**config.mk**
```make
export PLATFORM = sky130hd
export DESIGN_NAME = pli_ram
export DESIGN_NICKNAME = d
export VERILOG_FILES = /design/src/pli_ram.sv
export SDC_FILE = /design/constraint.sdc
export NUM_CORES = 2
export LEC_CHECK = 0
export BUFFER_PORTS_ARGS = -buffer_cell sky130_fd_sc_hd__buf_4
export CAP_MARGIN = 20
export CORE_ASPECT_RATIO = 1.1
export CORE_MARGIN = 5
export CORE_UTILIZATION = 55
export DETAILED_ROUTE_END_ITERATION = 10
export GPL_TIMING_DRIVEN = 0
export PLACE_DENSITY = 0.79
export SYNTH_ARGS = -nofsm -noshare
export SYNTH_HDL_FRONTEND = slang
export SYNTH_SLANG_ARGS = --single-unit
```
**constraint.sdc**
```tcl
create_clock -name clk -period 3.9 [get_ports clk]
set_input_delay 0.195 -clock clk [delete_from_list [all_inputs] [get_ports clk]]
set_output_delay 0.195 -clock clk [all_outputs]
set_load 0.02 [all_outputs]
```
**src/pli_ram.sv**
```systemverilog
// ----------------------------------------------------------------------------
// pli_ram - generic single-port-write, single-port-read RAM
// One write and one registered read per cycle.
// ----------------------------------------------------------------------------
module pli_ram #(
	parameter int WIDTH = 64,
	parameter int DEPTH = 32
) (
	input  logic                     clk,
	input  logic                     we,
	input  logic [$clog2(DEPTH)-1:0] waddr,
	input  logic [WIDTH-1:0]         wdata,
	input  logic [$clog2(DEPTH)-1:0] raddr,
	output logic [WIDTH-1:0]         rdata
);

	logic [WIDTH-1:0] mem_q [DEPTH];
	logic [WIDTH-1:0] rdata_q;

	always_ff @(posedge clk) begin
		if (we) begin
			mem_q[waddr] <= wdata;
		end
		rdata_q <= mem_q[raddr];
	end

	assign rdata = rdata_q;

endmodule

```
==> metrics <==
max_cap viols 0; design area between 90,000 and 100,000 µm²; min-delay src waddr[2]; CTS tree yes; yosys warns 0; Critical-path top delay cell clkbuf_1; CTS root buf clkbuf_16; Iter 0 DRT Violations 8,335; Slew Limit Fails 0; Hold Slack between 150 and 200 ps; Starting Density 0.554; detailed-router iteration count before antenna repair 6; Die X about 370 µm; Yosys top cell area share 0.779; Worst Setup End Kind flip-flop; synth unique cells 31; critical path type input port to flip-flop; H-tree depth 4; Worst R2R End rdata[62]; status finished, final reports clean; Power Total 47.8 mW; Worst-Margin Slew about 1400 ps; peak supply drop about 0.51 mV; commonest non-fill, non-tap cell in the layout edfxtp_1; Leakage Power between 20 and 30 nW; largest net degree at the start of global routing 33; commonest cells after routing, fill and taps aside 2,048 x edfxtp_1, 602 x mux4_2, 200 x clkbuf_16; largest area contributor in the netlist edfxtp_1; GRT Total Usage 0.305; Clk Latency, worst-skew pair roughly 830 ps; Row Count 145; Syn Nets 3,173; core area between 100,000 and 150,000 µm²; vias per std cell 7.08; total number of vias a little over 40,000; share of cells above drive strength 1 0.354; crit-path max cell delay just under 1000 ps; Synth-to-Final Area Change 16.8%; worst clock skew around 27 ps; Reg2Reg Depth 3; initial antenna violation count 13; crit-path cells buf_2, buf_2, clkbuf_1, clkbuf_1, mux2_2; Top Ports 140; synthesized area a little under 80,000 µm²; Syn Area/Cell 25.5 µm²; Placed Area roughly 85,000 µm²; crit path buf inv count 4; crit path DAT 3540 ps; Setup violations, final 0; worst reg2reg setup slack 1910 ps; die height 407 µm; hold depth 3; CTS max path bufs 3; Slew Limit Headroom 0.0819; worst hold path class input port to flip-flop; Detailed Route WL 234,000 µm; vias in the first global route ~41,000; reg2reg start mem_q[23][62]; Power Dens Cells 518 nW/µm²; first-pass GRT wire length around 320,000 µm; CTS sink count 2,112; Remaining DRCs 0; fillers 8,354; routed length per instance about 41 µm; Synth area leaders edfxtp_1 78%, mux4_2 17%, dfxtp_1 1.6%; unrepaired setup endpoints after global routing no; final-report hold violation count 0; fmax ~350 MHz; post-detail-place hpwl 131,000 µm; RePlAce Congestion ~0.74; grt total ovfl 0; Mapped Cells 3,097; Worst setup SP type input port; crit-path max FO 10; setup tns final 0 ps; Synth Register Bits around 2,100; CTS clk-pin slew, worst paths 60 ps; fin crit share 0.738; number of buffers added on ports 135; minimum clock period ~2900 ps; Die ar. 151,000 µm²; Post-DRT Antenna Nets 0; Hold EP mem_q[19][24]; Net count, final about 3,700; sequential fraction of the synthesis area 0.795; total clock buffers created by CTS 196; delay-heaviest family, CP buffers and inverters; Critical Path RT between 4000 and 5000 ps
-- metrics by stage --
stage          setup WS, ps  std cells  utilization
3_5_place_dp            373       5254        0.597
2_1_floorplan          -117       3097            -
6_report               1020       5706        0.648
5_1_grt                1130       5696        0.648
3_3_place_gp          -5010       5143        0.578
4_1_cts                1230       5687        0.647
-- cell usage after synthesis (all sizes together) --
cell	number
o2bb2ai	3
inv	1
nand3	2
nor2	41
o21ai	9
a22o	1
or3b	2
edfxtp	2048
buf	101
clkbuf	55
a211oi	3
and2	4
nor2b	4
mux2i	38
a22oi	3
o211ai	3
o31a	3
mux4	602
nand3b	5
o221ai	3
a221oi	12
nand2	3
dfxtp	64
mux2	74
or3	1
nand2b	2
o22ai	10
-- where the power goes --
part / switching [mW] / total, mW / leakage [nW] / internal, mW
clock network: 8.64 / 19.6 / 3.15 / 11.0
registers: 0.135 / 25.4 / 19.0 / 25.2
logic: 1.63 / 2.77 / 6.92 / 1.13
-- worst min-delay path: stages --
cell and delay, ps:
buf_4 150, or3b_2 290, nor2_4 160
-- layer usage --
layer / part of all wire / vias to the layer above / wire length, µm / track usage
met4: 0.050 / 10 / 11700 / 0.134
met5: 0.00032 / - / 75 / 0
met1: 0.31 / 20885 / 73500 / 0.403
li1: - / 14526 / - / -
met3: 0.14 / 786 / 33200 / 0.0792
met2: 0.49 / 4202 / 115000 / 0.486
-- state kept, by name, summed over array words and instances (netlist names) --
signal and cells:
mem_q 2048, rdata 64
-- area by class of cell --
| type | count | area (µm²) | area share |
|---|---|---|---|
| Antenna cell | 10 | 25.0 | 0.000271 |
| Buffer | 156 | 744 | 0.00807 |
| Clock buffer | 264 | 5370 | 0.0582 |
| Clock inverter | 105 | 1090 | 0.0119 |
| Inverter | 1 | 3.75 | 0.0000407 |
| Multi-Input combinational cell | 828 | 15700 | 0.170 |
| Sequential cell | 2112 | 62800 | 0.681 |
| Tap cell | 1911 | 2390 | 0.0259 |
| Timing Repair Buffer | 319 | 4170 | 0.0452 |
-- worst max path at each step --
stage               cells after the start      from      endpoint
floorplan                               3  waddr[1]  mem_q[12][0]
global placement                        4  waddr[1]  mem_q[0][27]
detailed placement                      5  raddr[3]     rdata[45]
CTS                                     5  raddr[3]     rdata[45]
global route                            5  raddr[3]     rdata[45]
finish                                  5  raddr[3]     rdata[45]
-- kinds of logic (layout without fill, tap and decap cells) --
family / Yosys count / count (layout) / share of synthesized area
mux: 714 / 714 / 0.187
buf+inv: 157 / 845 / 0.00944
flops: 2112 / 2112 / 0.795
compound gates: 50 / 50 / 0.00466
simple gates: 64 / 64 / 0.00379
other cells: 0 / 10 / 0
-- repair_timing --
action | in CTS | in global routing
hold buffers | 64 | 0
resized for setup | 0 | 0
setup buffers | 0 | 0
hold endpoints to repair | 2048 | 0
No activity file was read; power rests on OpenSTA's default activity.
