**src/pli_pkg.sv**
```systemverilog
// ----------------------------------------------------------------------------
// pli_pkg - shared definitions for the piecewise linear interpolator
// Table sizing, item codes, status codes and divider control bundle.
// ----------------------------------------------------------------------------
package pli_pkg;

	localparam int MAX_POINTS = 32;
	localparam int PTR_W      = $clog2(MAX_POINTS);
	localparam int CNT_W      = $clog2(MAX_POINTS + 1);
	localparam int POINTS_W   = 6;
	localparam int COORD_W    = 32;
	localparam int ENTRY_W    = 2 * COORD_W;
	localparam int PROD_W     = 2 * COORD_W;
	localparam int DIV_STEPS  = PROD_W;
	localparam int DIV_CNT_W  = $clog2(DIV_STEPS + 1);
	localparam int SUM_W      = PROD_W + 2;

	localparam logic [CNT_W-1:0] CNT_FULL = CNT_W'(MAX_POINTS);
	localparam logic [CNT_W-1:0] CNT_ONE  = CNT_W'(1);

	typedef enum logic [1:0] {
		KIND_APPEND = 2'd0,
		KIND_QUERY  = 2'd1,
		KIND_CLEAR  = 2'd2,
		KIND_NOP    = 2'd3
	} kind_t;

	typedef enum logic [1:0] {
		ST_OK       = 2'd0,
		ST_FULL     = 2'd1,
		ST_NOT_MONO = 2'd2,
		ST_RANGE    = 2'd3
	} status_t;

	// divider status toward the sequencer
	typedef struct packed {
		logic busy;
		logic done;
	} div_ctl_t;

endpackage

```
**src/pli_div.sv**
```systemverilog
// ----------------------------------------------------------------------------
// pli_div - serial unsigned divider
// Restoring division, one quotient bit per cycle, 64-bit by 32-bit.
// ----------------------------------------------------------------------------
module pli_div (
	input  logic                                clk,
	input  logic                                arst_n,
	input  logic                                start,
	input  logic [pli_pkg::PROD_W-1:0]          dividend,
	input  logic [pli_pkg::COORD_W-1:0]         divisor,
	output logic [pli_pkg::PROD_W-1:0]          quotient,
	output pli_pkg::div_ctl_t                   ctl
);

	logic [pli_pkg::PROD_W-1:0]    dvd_q;   // dividend in, quotient out
	logic [pli_pkg::COORD_W-1:0]   dsr_q;
	logic [pli_pkg::COORD_W-1:0]   rem_q;
	logic [pli_pkg::DIV_CNT_W-1:0] cnt_q;
	logic                          done_q;
	logic [pli_pkg::COORD_W:0]     rem_sh;
	logic [pli_pkg::COORD_W:0]     rem_sub;
	logic                          q_bit;

	assign rem_sh  = {rem_q, dvd_q[pli_pkg::PROD_W-1]};
	assign rem_sub = rem_sh - {1'b0, dsr_q};
	assign q_bit   = !rem_sub[pli_pkg::COORD_W];

	always_ff @(posedge clk or negedge arst_n) begin
		if (!arst_n) begin
			cnt_q  <= '0;
			done_q <= 1'b0;
		end else begin
			// pulses the cycle after the last quotient bit is shifted in
			done_q <= !start && (cnt_q == pli_pkg::DIV_CNT_W'(1));
			if (start) begin
				cnt_q <= pli_pkg::DIV_CNT_W'(pli_pkg::DIV_STEPS);
			end else if (cnt_q != '0) begin
				cnt_q <= cnt_q - 1'b1;
			end
		end
	end

	always_ff @(posedge clk) begin
		if (start) begin
			dvd_q <= dividend;
			dsr_q <= divisor;
			rem_q <= '0;
		end else if (cnt_q != '0) begin
			dvd_q <= {dvd_q[pli_pkg::PROD_W-2:0], q_bit};
			rem_q <= q_bit ? rem_sub[pli_pkg::COORD_W-1:0] : rem_sh[pli_pkg::COORD_W-1:0];
		end
	end

	assign quotient = dvd_q;
	assign ctl.busy = (cnt_q != '0);
	assign ctl.done = done_q;

endmodule

```
**config.mk**
```make
export PLATFORM = sky130hd
export DESIGN_NAME = pli_div
export DESIGN_NICKNAME = d
export VERILOG_FILES = /design/src/pli_pkg.sv /design/src/pli_div.sv
export SDC_FILE = /design/constraint.sdc
export NUM_CORES = 1
export LEC_CHECK = 0
export BUFFER_PORTS_ARGS = -buffer_cell sky130_fd_sc_hd__buf_4
export CORE_MARGIN = 8
export CORE_UTILIZATION = 46
export CTS_BUF_LIST = sky130_fd_sc_hd__clkbuf_8
export DETAILED_ROUTE_END_ITERATION = 8
export GPL_ROUTABILITY_DRIVEN = 0
export GPL_TIMING_DRIVEN = 0
export PLACE_DENSITY = 0.72
export RECOVER_POWER = 50
export SKIP_LAST_GASP = 1
export SYNTH_ARGS = -nofsm -noshare
export SYNTH_HDL_FRONTEND = slang
export SYNTH_SLANG_ARGS = --single-unit
```
**constraint.sdc**
```tcl
create_clock -name clk -period 7.9 [get_ports clk]
set_input_delay 0.395 -clock clk [delete_from_list [all_inputs] [get_ports clk]]
set_output_delay 0.395 -clock clk [all_outputs]
set_load 0.01 [all_outputs]
```
==> metrics.csv, run 1 <==
stage;metric;value;unit
global_routing;Overflow after GRT;0;
routing;vias;5909;
yosys;sequential-to-total area share from yosys stat;49.58;%
critical_path;Startpoint Class;flop;
timing;final hold slack;0.1293;ns
die;IO Pins;165;
yosys;largest area contributor in the netlist;edfxtp_1;
timing;Fin Clk Skew;0.01101;ns
min_path;Worst Hold Class;input pin to flop;
global_routing;largest net degree at the start of global routing;66;
clocking;# hold bufs at CTS;1;
critical_path;CP peak stage delay;0.65;ns
power_and_ir_drop;pwr/cell area;292.5;nW/µm²
place;input/output buffers;164;
yosys;ranking of synthesized cells by area;edfxtp_1 38%, mux2_2 9.4%, dfxtp_1 8.5%;
routing;ANT nets after route;0;
routing;Iter 0 DRT Violations;387;
critical_path;crit path capture type;flop;
die;core area;15940;µm²
clocking;CTS clock-pin slew for the worst setup and hold paths;0.09;ns
yosys;Synth cell types;65;
place;placed cell count;1067;
clocking;Setup Fix Bufs, Post-CTS;0;
clocking;post_cts resized;0;
final_layout;nets@finish;1005;
timing;RSZ-0062 raised after global routing;false;
die;Die ar.;20670;µm²
yosys;synth warn;0;
yosys;Syn Nets;821;
clocking;CTS tree;built;
yosys;Syn Area/Cell;10.93;µm²
critical_path;Required @ worst endpoint;8.22;ns
run;MaxCap Viol Count;1;
global_routing;met3 usage;9.390;%
status;failing checks;capacitance limit, slew limit;
global_routing;number of antenna violations at the first check in global routing;0;
die;die width;143.8;µm
critical_path;crit-path cells;inv_1 -> ha_1 -> fa_1 -> nand2b_1 -> a21oi_2 -> o211ai_1 -> a21oi_2 -> o21ai_4 -> xnor2_2 -> buf_4 -> mux2i_1 -> o22ai_1;
routing;first drt pass iteration count;4;
timing;Rel. slew slack;-32.19;%
power_and_ir_drop;VDD IR max;0.1478;mV
yosys;top cells by count, synth;96 x edfxtp_1, 63 x mux2_2, 56 x nor2_1;
critical_path;worst-path fanout max;10;
timing;fin crit share;46.34;%
global_routing;first-pass GRT wire length;32360;µm
yosys;Yosys reg bits;136;
global_routing;routing usage on met2;34.03;%
timing;Final Hold Viols;0;
routing;DR vias/cell;5.372;
timing;Final TNS setup;0;ns
global_routing;Total GRT Usage;20.34;%
final_layout;Diodes inserted;0;
critical_path;Arrival @ worst endpoint;3.98;ns
die;die height;143.8;µm
timing;Final min period;3.661;ns
timing;Max Slew Vio Count;34;
yosys;Synth Flop Type;edfxtp_1;
clocking;CTS Buf Count;17;
final_layout;fin cells;1100;
routing;# DRC;0;
clocking;worst skew pair latency;0.46;ns
die;Rows;46;
yosys;Synth Instances;687;
yosys;Async SR Flop Fraction;5.882;%
critical_path;Worst path slowest cell;xnor2_2;
yosys;Synth top area share;38.38;%
timing;Fmax;273.2;MHz
routing;routed wire length;20150;µm
yosys;mapped cell area;7511;µm²
critical_path;FF-to-FF setup slack;4.24;ns
die;initial core utilization;47.11;%
yosys;most frequent cell after synthesis;edfxtp_1;
yosys;number of synthesized flops with an enable pin;96;
global_routing;vias in the first global route;6201;
global_routing;Top Usage Layer GRT;met2;
global_routing;met1 Use GR;23.09;%
status;status;finished, violations left;
critical_path;Most common cell on crit path;a21oi_2;
final_layout;share of cells above drive strength 1;24.55;%
clocking;clk buf depth;2;
timing;worst slew pin tran;1.983;ns
min_path;Hold Path Cell Cnt;1;
clocking;CTS H-Tree Depth;4;
routing;drt wl/cell;18.32;µm
final_layout;Area Overhead vs Synth;22.02;%
timing;number of setup violations in the final report;0;
clocking;root cell of the clock tree;clkbuf_8;
clocking;clk sinks;136;
power_and_ir_drop;LEAKAGE;3.801;nW
critical_path;Worst R2R Path Depth;12;
place;dpl hpwl;15390;µm
critical_path;Crit Path Class;flop to flop;
metrics by stage:
stage,util (%),power [mW],area (µm²),setup slack [ns]
2_1_floorplan,-,1.795,7511,4.844
3_3_place_gp,56.53,2.141,9012,3.999
3_5_place_dp,56.56,2.157,9017,4.249
4_1_cts,59.06,2.751,9417,4.237
5_1_grt,57.49,2.865,9165,4.013
6_report,57.49,2.681,9165,4.239
placed cells by master, fill, tap and decap left out, drive strengths merged, types with 6 or more instances in the layout:
cell / count
mux2: 63
o21ai: 23
xnor2: 21
xor2: 8
dfxtp: 32
dfrtp: 8
a211oi: 15
nor2: 56
nand3: 8
a21o: 18
buf: 77
ha: 34
nand2b: 19
a21oi: 37
a311oi: 15
mux2i: 7
or3: 6
clkbuf: 142
inv: 53
edfxtp: 96
nand4: 10
o211ai: 8
o21bai: 6
nand2: 51
power by group:
group          switching [mW]  internal [mW]  total (mW)
registers               0.114          0.942        1.06
logic                   0.595          0.441        1.04
clock network           0.326          0.262       0.588
critical path, delay by kind of cell (launching register included):
kind / cells / cell delay, ns
AOI/OAI and AO/OA: 5 / 1.00
and+or+nand+nor: 1 / 0.22
xor gates and xnor gates: 1 / 0.65
muxes: 1 / 0.24
adders and majority gates: 2 / 0.61
buffers and inverters: 2 / 0.38
DFF: 1 / 0.42
registers in the layout, summed over array words and instances (netlist names):
register / flops
quotient: 64
dsr_q: 32
rem_q: 32
cnt_q: 7
done_q: 1
metal layers:
layer  share of wire (%)  vias up
met3                 9.1       11
met5                   0        -
met4                0.88        0
met1                  41     2812
li1                    -     2900
met2                  49      186
path summary, 6_finish.rpt:
kind | from | endpoint
setup reg to reg | quotient[63] | rem_q[13]
max in group asynchronous | arst_n | cnt_q[1]
hold / removal | divisor[9] | dsr_q[9]
min in group asynchronous | arst_n | cnt_q[3]
setup / recovery | quotient[63] | rem_q[13]
hold reg to reg | cnt_q[2] | done_q
cell families after synthesis:
group           count (synthesis)  synth area share, %
xor+xnor                       29                3.482
flops                         136                49.58
simple gates                  183                11.81
mux                            70                10.38
buf+inv                        81                4.598
compound gates                153                14.23
fa+ha+maj                      35                5.930
layout make-up:
class | count | area, µm²
multi-input combinational | 470 | 3447
clock inverter | 15 | 155.1
buffer | 38 | 183.9
fill | 1435 | 6778
clock buffer | 17 | 234.0
sequential | 136 | 3724
tap | 216 | 270.3
inverter | 43 | 161.4
timing repair buffer | 165 | 989.7
Power figures use the tool's default switching activity.
==> run 2: changes to the inputs <==
- clock period: 7.9 -> 3.6 ns (I/O delays scaled with it)
==> run 2 against run 1 <==
Effect of this change:
- the run still ends with capacitance limit, slew limit left
- global-route usage grew 0.48 points
- critical path depth shrank 1
- fmax grew 7.7%
- die area is the same
- total power up 120%
- critical path type unchanged
- largest power group is now combinational cells
==> metrics.csv, run 2 (synthesis gave the netlist of run 1 again) <==
stage;metric;value;unit;change
power_and_ir_drop;P_int;3.672;mW;was 1.645 mW
place;dpl hpwl;15390;µm;unchanged
critical_path;Most common cell on crit path;o31a_1;;was a21oi_2
global_routing;number of antenna violations at the first check in global routing;0;;unchanged
critical_path;Startpoint Class;flop;;unchanged
power_and_ir_drop;Clock power frac;21.7;%;was 22.0%
clocking;CTS Buf Count;17;;unchanged
final_layout;most common cell after layout, fill and taps aside;edfxtp_1;;unchanged
global_routing;Overflow after GRT;0;;unchanged
timing;worst slew pin tran;2.026;ns;was 1.983 ns
timing;Final TNS setup;0;ns;unchanged
status;status;finished, violations left;;unchanged
final_layout;share of cells above drive strength 1;23.44;%;was 24.55%
die;die width;143.8;µm;unchanged
clocking;CTS H-Tree Depth;4;;unchanged
critical_path;CP peak stage delay;0.54;ns;was 0.65 ns
timing;Fmax;294.3;MHz;was 273.2 MHz
timing;Max Slew Vio Count;34;;unchanged
clocking;CTS tree;built;;unchanged
clocking;clk sinks;136;;unchanged
critical_path;Bufs and invs on worst path;1;;was 2
routing;first drt pass iteration count;6;;was 4
place;Placed Area;9017;µm²;unchanged
min_path;Hold Startpoint;dividend[24];;was divisor[9]
timing;Final min period;3.398;ns;was 3.661 ns
place;placed cell count;1067;;unchanged
routing;vias;6204;;was 5,909
power_and_ir_drop;NetSw;2.304;mW;was 1.036 mW
die;core area;15940;µm²;unchanged
critical_path;crit path capture type;flop;;unchanged
die;initial core utilization;47.11;%;unchanged
critical_path;Reg2Reg Capture Point;rem_q[30];;was rem_q[13]
critical_path;Worst path slowest cell;or4_1;;was xnor2_2
status;failing checks;capacitance limit, slew limit;;unchanged
final_layout;final instance area;9794;µm²;was 9165 µm²
die;IO Pins;165;;unchanged
critical_path;crit-path cells;inv_1 -> ha_1 -> fa_1 -> nand2b_1 -> a21oi_2 -> o21ai_2 -> o31a_1 -> o31a_1 -> or4_1 -> a41o_1 -> a211oi_2;;was inv_1 -> ha_1 -> fa_1 -> nand2b_1 -> a21oi_2 -> o211ai_1 -> a21oi_2 -> o21ai_4 -> xnor2_2 -> buf_4 -> mux2i_1 -> o22ai_1
power_and_ir_drop;register share of total power;38.8;%;was 39.4%
run;MaxCap Viol Count;1;;unchanged
global_routing;Total GRT Usage;20.82;%;was 20.34%
clocking;CTS clock-pin slew for the worst setup and hold paths;0.09;ns;about the same
timing;Rel. slew slack;-35.03;%;was -32.19%
die;Die ar.;20670;µm²;unchanged
timing;Final Hold Viols;0;;unchanged
critical_path;Crit Path Class;flop to flop;;unchanged
routing;routed wire length;21020;µm;was 20,150 µm
timing;final hold slack;0.01965;ns;was 0.1293 ns
die;die height;143.8;µm;unchanged
min_path;WHS Endpoint;quotient[24];;was dsr_q[9]
routing;# DRC;0;;unchanged
routing;drt wl/cell;18.07;µm;was 18.32 µm
critical_path;worst-path fanout max;5;;was 10
timing;Fin Clk Skew;0.01339;ns;was 0.01101 ns
clocking;root cell of the clock tree;clkbuf_8;;unchanged
critical_path;Required @ worst endpoint;3.98;ns;was 8.22 ns
final_layout;nets@finish;1068;;was 1,005
clocking;worst skew pair latency;0.47;ns;was 0.46 ns
critical_path;Worst R2R Path Depth;11;;was 12
min_path;Hold Path Cell Cnt;2;;was 1
timing;number of setup violations in the final report;0;;unchanged
global_routing;largest net degree at the start of global routing;66;;unchanged
final_layout;most frequent cells in the layout;96 x edfxtp_1, 93 x clkbuf_1, 73 x buf_4;;was 96 x edfxtp_1, 93 x clkbuf_1, 68 x buf_4
timing;fin crit share;94.38;%;was 46.34%
power_and_ir_drop;Gate power share;39.5;%;was 38.6%
routing;Iter 0 DRT Violations;396;;was 387
timing;RSZ-0062 raised after global routing;false;;unchanged
final_layout;fin cells;1163;;was 1,100
die;Rows;46;;unchanged
power_and_ir_drop;LEAKAGE;4.070;nW;was 3.801 nW
global_routing;first-pass GRT wire length;33280;µm;was 32,360 µm
critical_path;Arrival @ worst endpoint;3.78;ns;was 3.98 ns
global_routing;vias in the first global route;6419;;was 6,201
final_layout;Area Overhead vs Synth;30.40;%;was 22.02%
routing;DR vias/cell;5.334;;was 5.372
power_and_ir_drop;switch share;38.56;%;was 38.64%
critical_path;CP top delay family;compound AO/OA/AOI/OAI gates;;unchanged
clocking;clk buf depth;2;;unchanged
critical_path;FF-to-FF setup slack;0.20;ns;was 4.24 ns
final_layout;max FFs per register;64;;unchanged
power_and_ir_drop;VDD IR max;0.3331;mV;was 0.1478 mV
min_path;Worst Hold Class;input pin to flop;;unchanged
place;input/output buffers;164;;unchanged
power_and_ir_drop;pwr/cell area;610.2;nW/µm²;was 292.5 nW/µm²
routing;ANT nets after route;0;;unchanged
critical_path;reg2reg start;quotient[63];;unchanged
final_layout;Diodes inserted;0;;unchanged
-- run 2: changes by cell type in the layout (fill, tap and decap cells not counted) --
cell	delta
dlygate4sd3_1	+58
buf_4	+5
xnor2_2	-1
xnor2_4	+1
-- run 2: worst reg2reg max path, cell delays in order, from the launching register on --
cell,delay (ns)
edfxtp_1,0.43
inv_1,0.06
ha_1,0.22
fa_1,0.39
nand2b_1,0.22
a21oi_2,0.23
o21ai_2,0.13
o31a_1,0.31
o31a_1,0.39
or4_1,0.54
a41o_1,0.25
a211oi_2,0.16
-- run 2: cell type report --
cell class	instances	area, µm²
Fill cell	1369	6148
Sequential cell	136	3724
Multi-Input combinational cell	470	3458
Timing Repair Buffer	228	1608
Tap cell	216	270.3
Clock buffer	17	234.0
Buffer	38	183.9
Inverter	43	161.4
Clock inverter	15	155.1
-- run 2: power by group through the flow --
stage                     logic [mW]  registers (mW)  clock network [mW]
after detailed placement        2.38            2.35                   0
after global routing            2.63            2.36                1.38
final                           2.36            2.32                1.30
after global placement          2.35            2.35                   0
after floorplan                 1.59            2.35                   0
after CTS                       2.44            2.32                1.32
-- run 2: repair_timing --
item / in CTS / in global routing
hold buffers: 51 / 8
setup endpoints to repair: 5 / 1
pin swaps: 0 / 1
resized for setup: 1 / 0
buffers inserted: 0 / 5
hold endpoints to repair: 58 / 8
-- run 2: metal layers --
metal	share of wire (%)	global-route usage [%]	wire length [µm]
met1	42	24.18	8736
met2	49	34.78	10330
met3	8.3	8.825	1742
met4	0.99	5.202	209
met5	0	0	0
-- run 2: worst max path at each step --
stage,startpoint,end,cells after the start
final,quotient[63],rem_q[30],11
after global placement,start,quotient[11],3
after CTS,quotient[63],rem_q[13],12
after global routing,quotient[63],rem_q[30],11
after detailed placement,quotient[63],rem_q[13],12
after floorplan,quotient[63],rem_q[30],11
-- run 2: through the flow --
stage	power, mW	utilization, %	worst slack (ns)
5_1_grt	6.375	61.43	0.04767
4_1_cts	6.086	62.27	0.1706
6_report	5.976	61.43	0.2022
3_5_place_dp	4.733	56.56	-0.05125
2_1_floorplan	3.939	-	0.5444
3_3_place_gp	4.698	56.53	-0.08618
==> run 3: changes to the inputs <==
- MAX_ROUTING_LAYER: unset -> met4
==> run 3 against run 2 <==
Effect of this change:
- register-to-register slack hardly changed
- first-iteration DRC count is 2.0% lower
- setup slack worse by 0.0073 ns
- combinational power hardly changed
- critical path depth stayed put
- the run still ends with capacitance limit, slew limit left
- worst hold slack better by 0.0013 ns
- total power hardly changed
- clock power hardly changed
==> metrics.csv, run 3 (synthesis gave the netlist of run 1 again) <==
stage;metric;value;unit;change
timing;fin crit share;94.58;%;was 94.38%
global_routing;Overflow after GRT;0;;unchanged
critical_path;worst-path fanout max;5;;unchanged
die;die height;143.8;µm;unchanged
global_routing;vias in the first global route;6460;;was 6,419
power_and_ir_drop;P_int;3.672;mW;about the same
clocking;CTS tree;built;;unchanged
routing;routed wire length;20940;µm;was 21,020 µm
final_layout;nets@finish;1068;;unchanged
power_and_ir_drop;switch share;38.57;%;was 38.56%
routing;vias;6225;;was 6,204
timing;Rel. slew slack;-35.37;%;was -35.03%
status;status;finished, violations left;;unchanged
global_routing;first-pass GRT wire length;33110;µm;was 33,280 µm
final_layout;final instance area;9794;µm²;unchanged
clocking;clk buf depth;2;;unchanged
critical_path;Worst R2R Path Depth;11;;unchanged
critical_path;Arrival @ worst endpoint;3.79;ns;was 3.78 ns
power_and_ir_drop;register share of total power;38.8;%;about the same
power_and_ir_drop;VDD IR max;0.3312;mV;was 0.3331 mV
routing;Iter 0 DRT Violations;388;;was 396
place;Placed Area;9017;µm²;unchanged
routing;drt wl/cell;18.00;µm;was 18.07 µm
power_and_ir_drop;Design Power;5.977;mW;was 5.976 mW
power_and_ir_drop;pwr/cell area;610.3;nW/µm²;was 610.2 nW/µm²
final_layout;area of the multi-input gates;3458;µm²;unchanged
global_routing;met3 usage;7.266;%;was 8.825%
timing;number of setup violations in the final report;0;;unchanged
power_and_ir_drop;LEAKAGE;4.070;nW;unchanged
timing;worst slew pin tran;2.030;ns;was 2.026 ns
place;placed cell count;1067;;unchanged
die;Rows;46;;unchanged
power_and_ir_drop;Gate power share;39.5;%;about the same
timing;Fmax;293.7;MHz;was 294.3 MHz
clocking;worst skew pair latency;0.46;ns;was 0.47 ns
final_layout;Fillers;1365;;was 1,369
timing;Max Slew Vio Count;34;;unchanged
routing;DR vias/cell;5.353;;was 5.334
routing;first drt pass iteration count;5;;was 6
final_layout;share of cells above drive strength 1;23.44;%;unchanged
global_routing;Total GRT Usage;21.36;%;was 20.82%
routing;ANT nets after route;0;;unchanged
global_routing;met1 Use GR;24.94;%;was 24.18%
place;dpl hpwl;15390;µm;unchanged
final_layout;Diodes inserted;0;;unchanged
power_and_ir_drop;Clock power frac;21.7;%;about the same
clocking;root cell of the clock tree;clkbuf_8;;unchanged
timing;Final min period;3.405;ns;was 3.398 ns
final_layout;Reg area;3724;µm²;unchanged
final_layout;fin cells;1163;;unchanged
final_layout;max FFs per register;64;;unchanged
timing;final hold slack;0.02098;ns;was 0.01965 ns
final_layout;Area Overhead vs Synth;30.40;%;unchanged
die;IO Pins;165;;unchanged
die;initial core utilization;47.11;%;unchanged
final_layout;final core utilization;61.43;%;unchanged
status;failing checks;capacitance limit, slew limit;;unchanged
timing;Fin Clk Skew;0.01116;ns;was 0.01339 ns
place;input/output buffers;164;;unchanged
clocking;CTS clock-pin slew for the worst setup and hold paths;0.09;ns;about the same
critical_path;Startpoint Class;flop;;unchanged
global_routing;largest net degree at the start of global routing;66;;unchanged
final_layout;most frequent cells in the layout;96 x edfxtp_1, 93 x clkbuf_1, 73 x buf_4;;unchanged
timing;Final Hold Viols;0;;unchanged
clocking;clk sinks;136;;unchanged
clocking;CTS Buf Count;17;;unchanged
power_and_ir_drop;NetSw;2.305;mW;was 2.304 mW
min_path;Worst Hold Class;input pin to flop;;unchanged
final_layout;most common cell after layout, fill and taps aside;edfxtp_1;;unchanged
routing;# DRC;0;;unchanged
global_routing;Top Usage Layer GRT;met2;;unchanged
clocking;CTS H-Tree Depth;4;;unchanged
global_routing;routing usage on met2;34.90;%;was 34.78%
timing;RSZ-0062 raised after global routing;false;;unchanged
critical_path;crit path capture type;flop;;unchanged
global_routing;number of antenna violations at the first check in global routing;0;;unchanged
die;core area;15940;µm²;unchanged
die;die width;143.8;µm;unchanged
die;Die ar.;20670;µm²;unchanged
run;MaxCap Viol Count;1;;unchanged
min_path;Hold Path Cell Cnt;2;;unchanged
critical_path;Required @ worst endpoint;3.98;ns;about the same
critical_path;Crit Path Class;flop to flop;;unchanged
-- run 3: metal layers --
metal	share of wire, %	vias to the layer above
met2	49	217
met3	8.0	17
met1	42	2964
li1	-	3027
met5	0	-
met4	0.95	0
-- run 3: repair_timing --
item / CTS / global route
pin swaps: 0 / 1
hold buffers: 51 / 8
gates resized for setup: 1 / 0
cloned: 0 / 0
endpoints found under the hold margin: 58 / 8
endpoints found under the setup margin: 5 / 1
buffers inserted: 0 / 5
-- run 3: through the flow --
| step | setup slack (ns) | TNS [ns] |
|---|---|---|
| 2_1_floorplan | 0.5444 | 0 |
| 3_3_place_gp | -0.08618 | -5.368 |
| 3_5_place_dp | -0.05125 | -0.07499 |
| 4_1_cts | 0.1706 | 0 |
| 5_1_grt | 0.04774 | 0 |
| 6_report | 0.1949 | 0 |
-- run 3: area by class of cell --
cell class	instances	area share, %
timing repair buffer	228	16.42
buffer	38	1.878
multi-input combinational	470	35.31
tap	216	2.759
sequential	136	38.02
inverter	43	1.648
clock buffer	17	2.389
clock inverter	15	1.584
-- run 3: path summary, 6_finish.rpt --
| check | end | startpoint | slack (ns) |
|---|---|---|---|
| min in group asynchronous | cnt_q[3] | arst_n | 0.18 |
| setup reg to reg | rem_q[30] | quotient[63] | 0.19 |
| hold reg to reg | done_q | cnt_q[2] | 0.48 |
| setup / recovery | rem_q[30] | quotient[63] | 0.19 |
| max in group asynchronous | cnt_q[1] | arst_n | 3.13 |
| hold / removal | quotient[23] | dividend[23] | 0.02 |
-- run 3: worst max-delay path: stages, from the launching register on --
cell      delay (ns)
edfxtp_1        0.43
inv_1           0.06
ha_1            0.22
fa_1            0.39
nand2b_1        0.22
a21oi_2         0.22
o21ai_2         0.13
o31a_1          0.31
o31a_1          0.39
or4_1           0.54
a41o_1          0.25
a211oi_2        0.16
-- run 3: power by group through the flow --
| stage | Combinational (mW) | Clock, mW | Sequential (mW) |
|---|---|---|---|
| final | 2.36 | 1.29 | 2.32 |
| after floorplan | 1.59 | 0 | 2.35 |
| after CTS | 2.44 | 1.32 | 2.32 |
| after global placement | 2.35 | 0 | 2.35 |
| after detailed placement | 2.38 | 0 | 2.35 |
| after global routing | 2.62 | 1.38 | 2.37 |
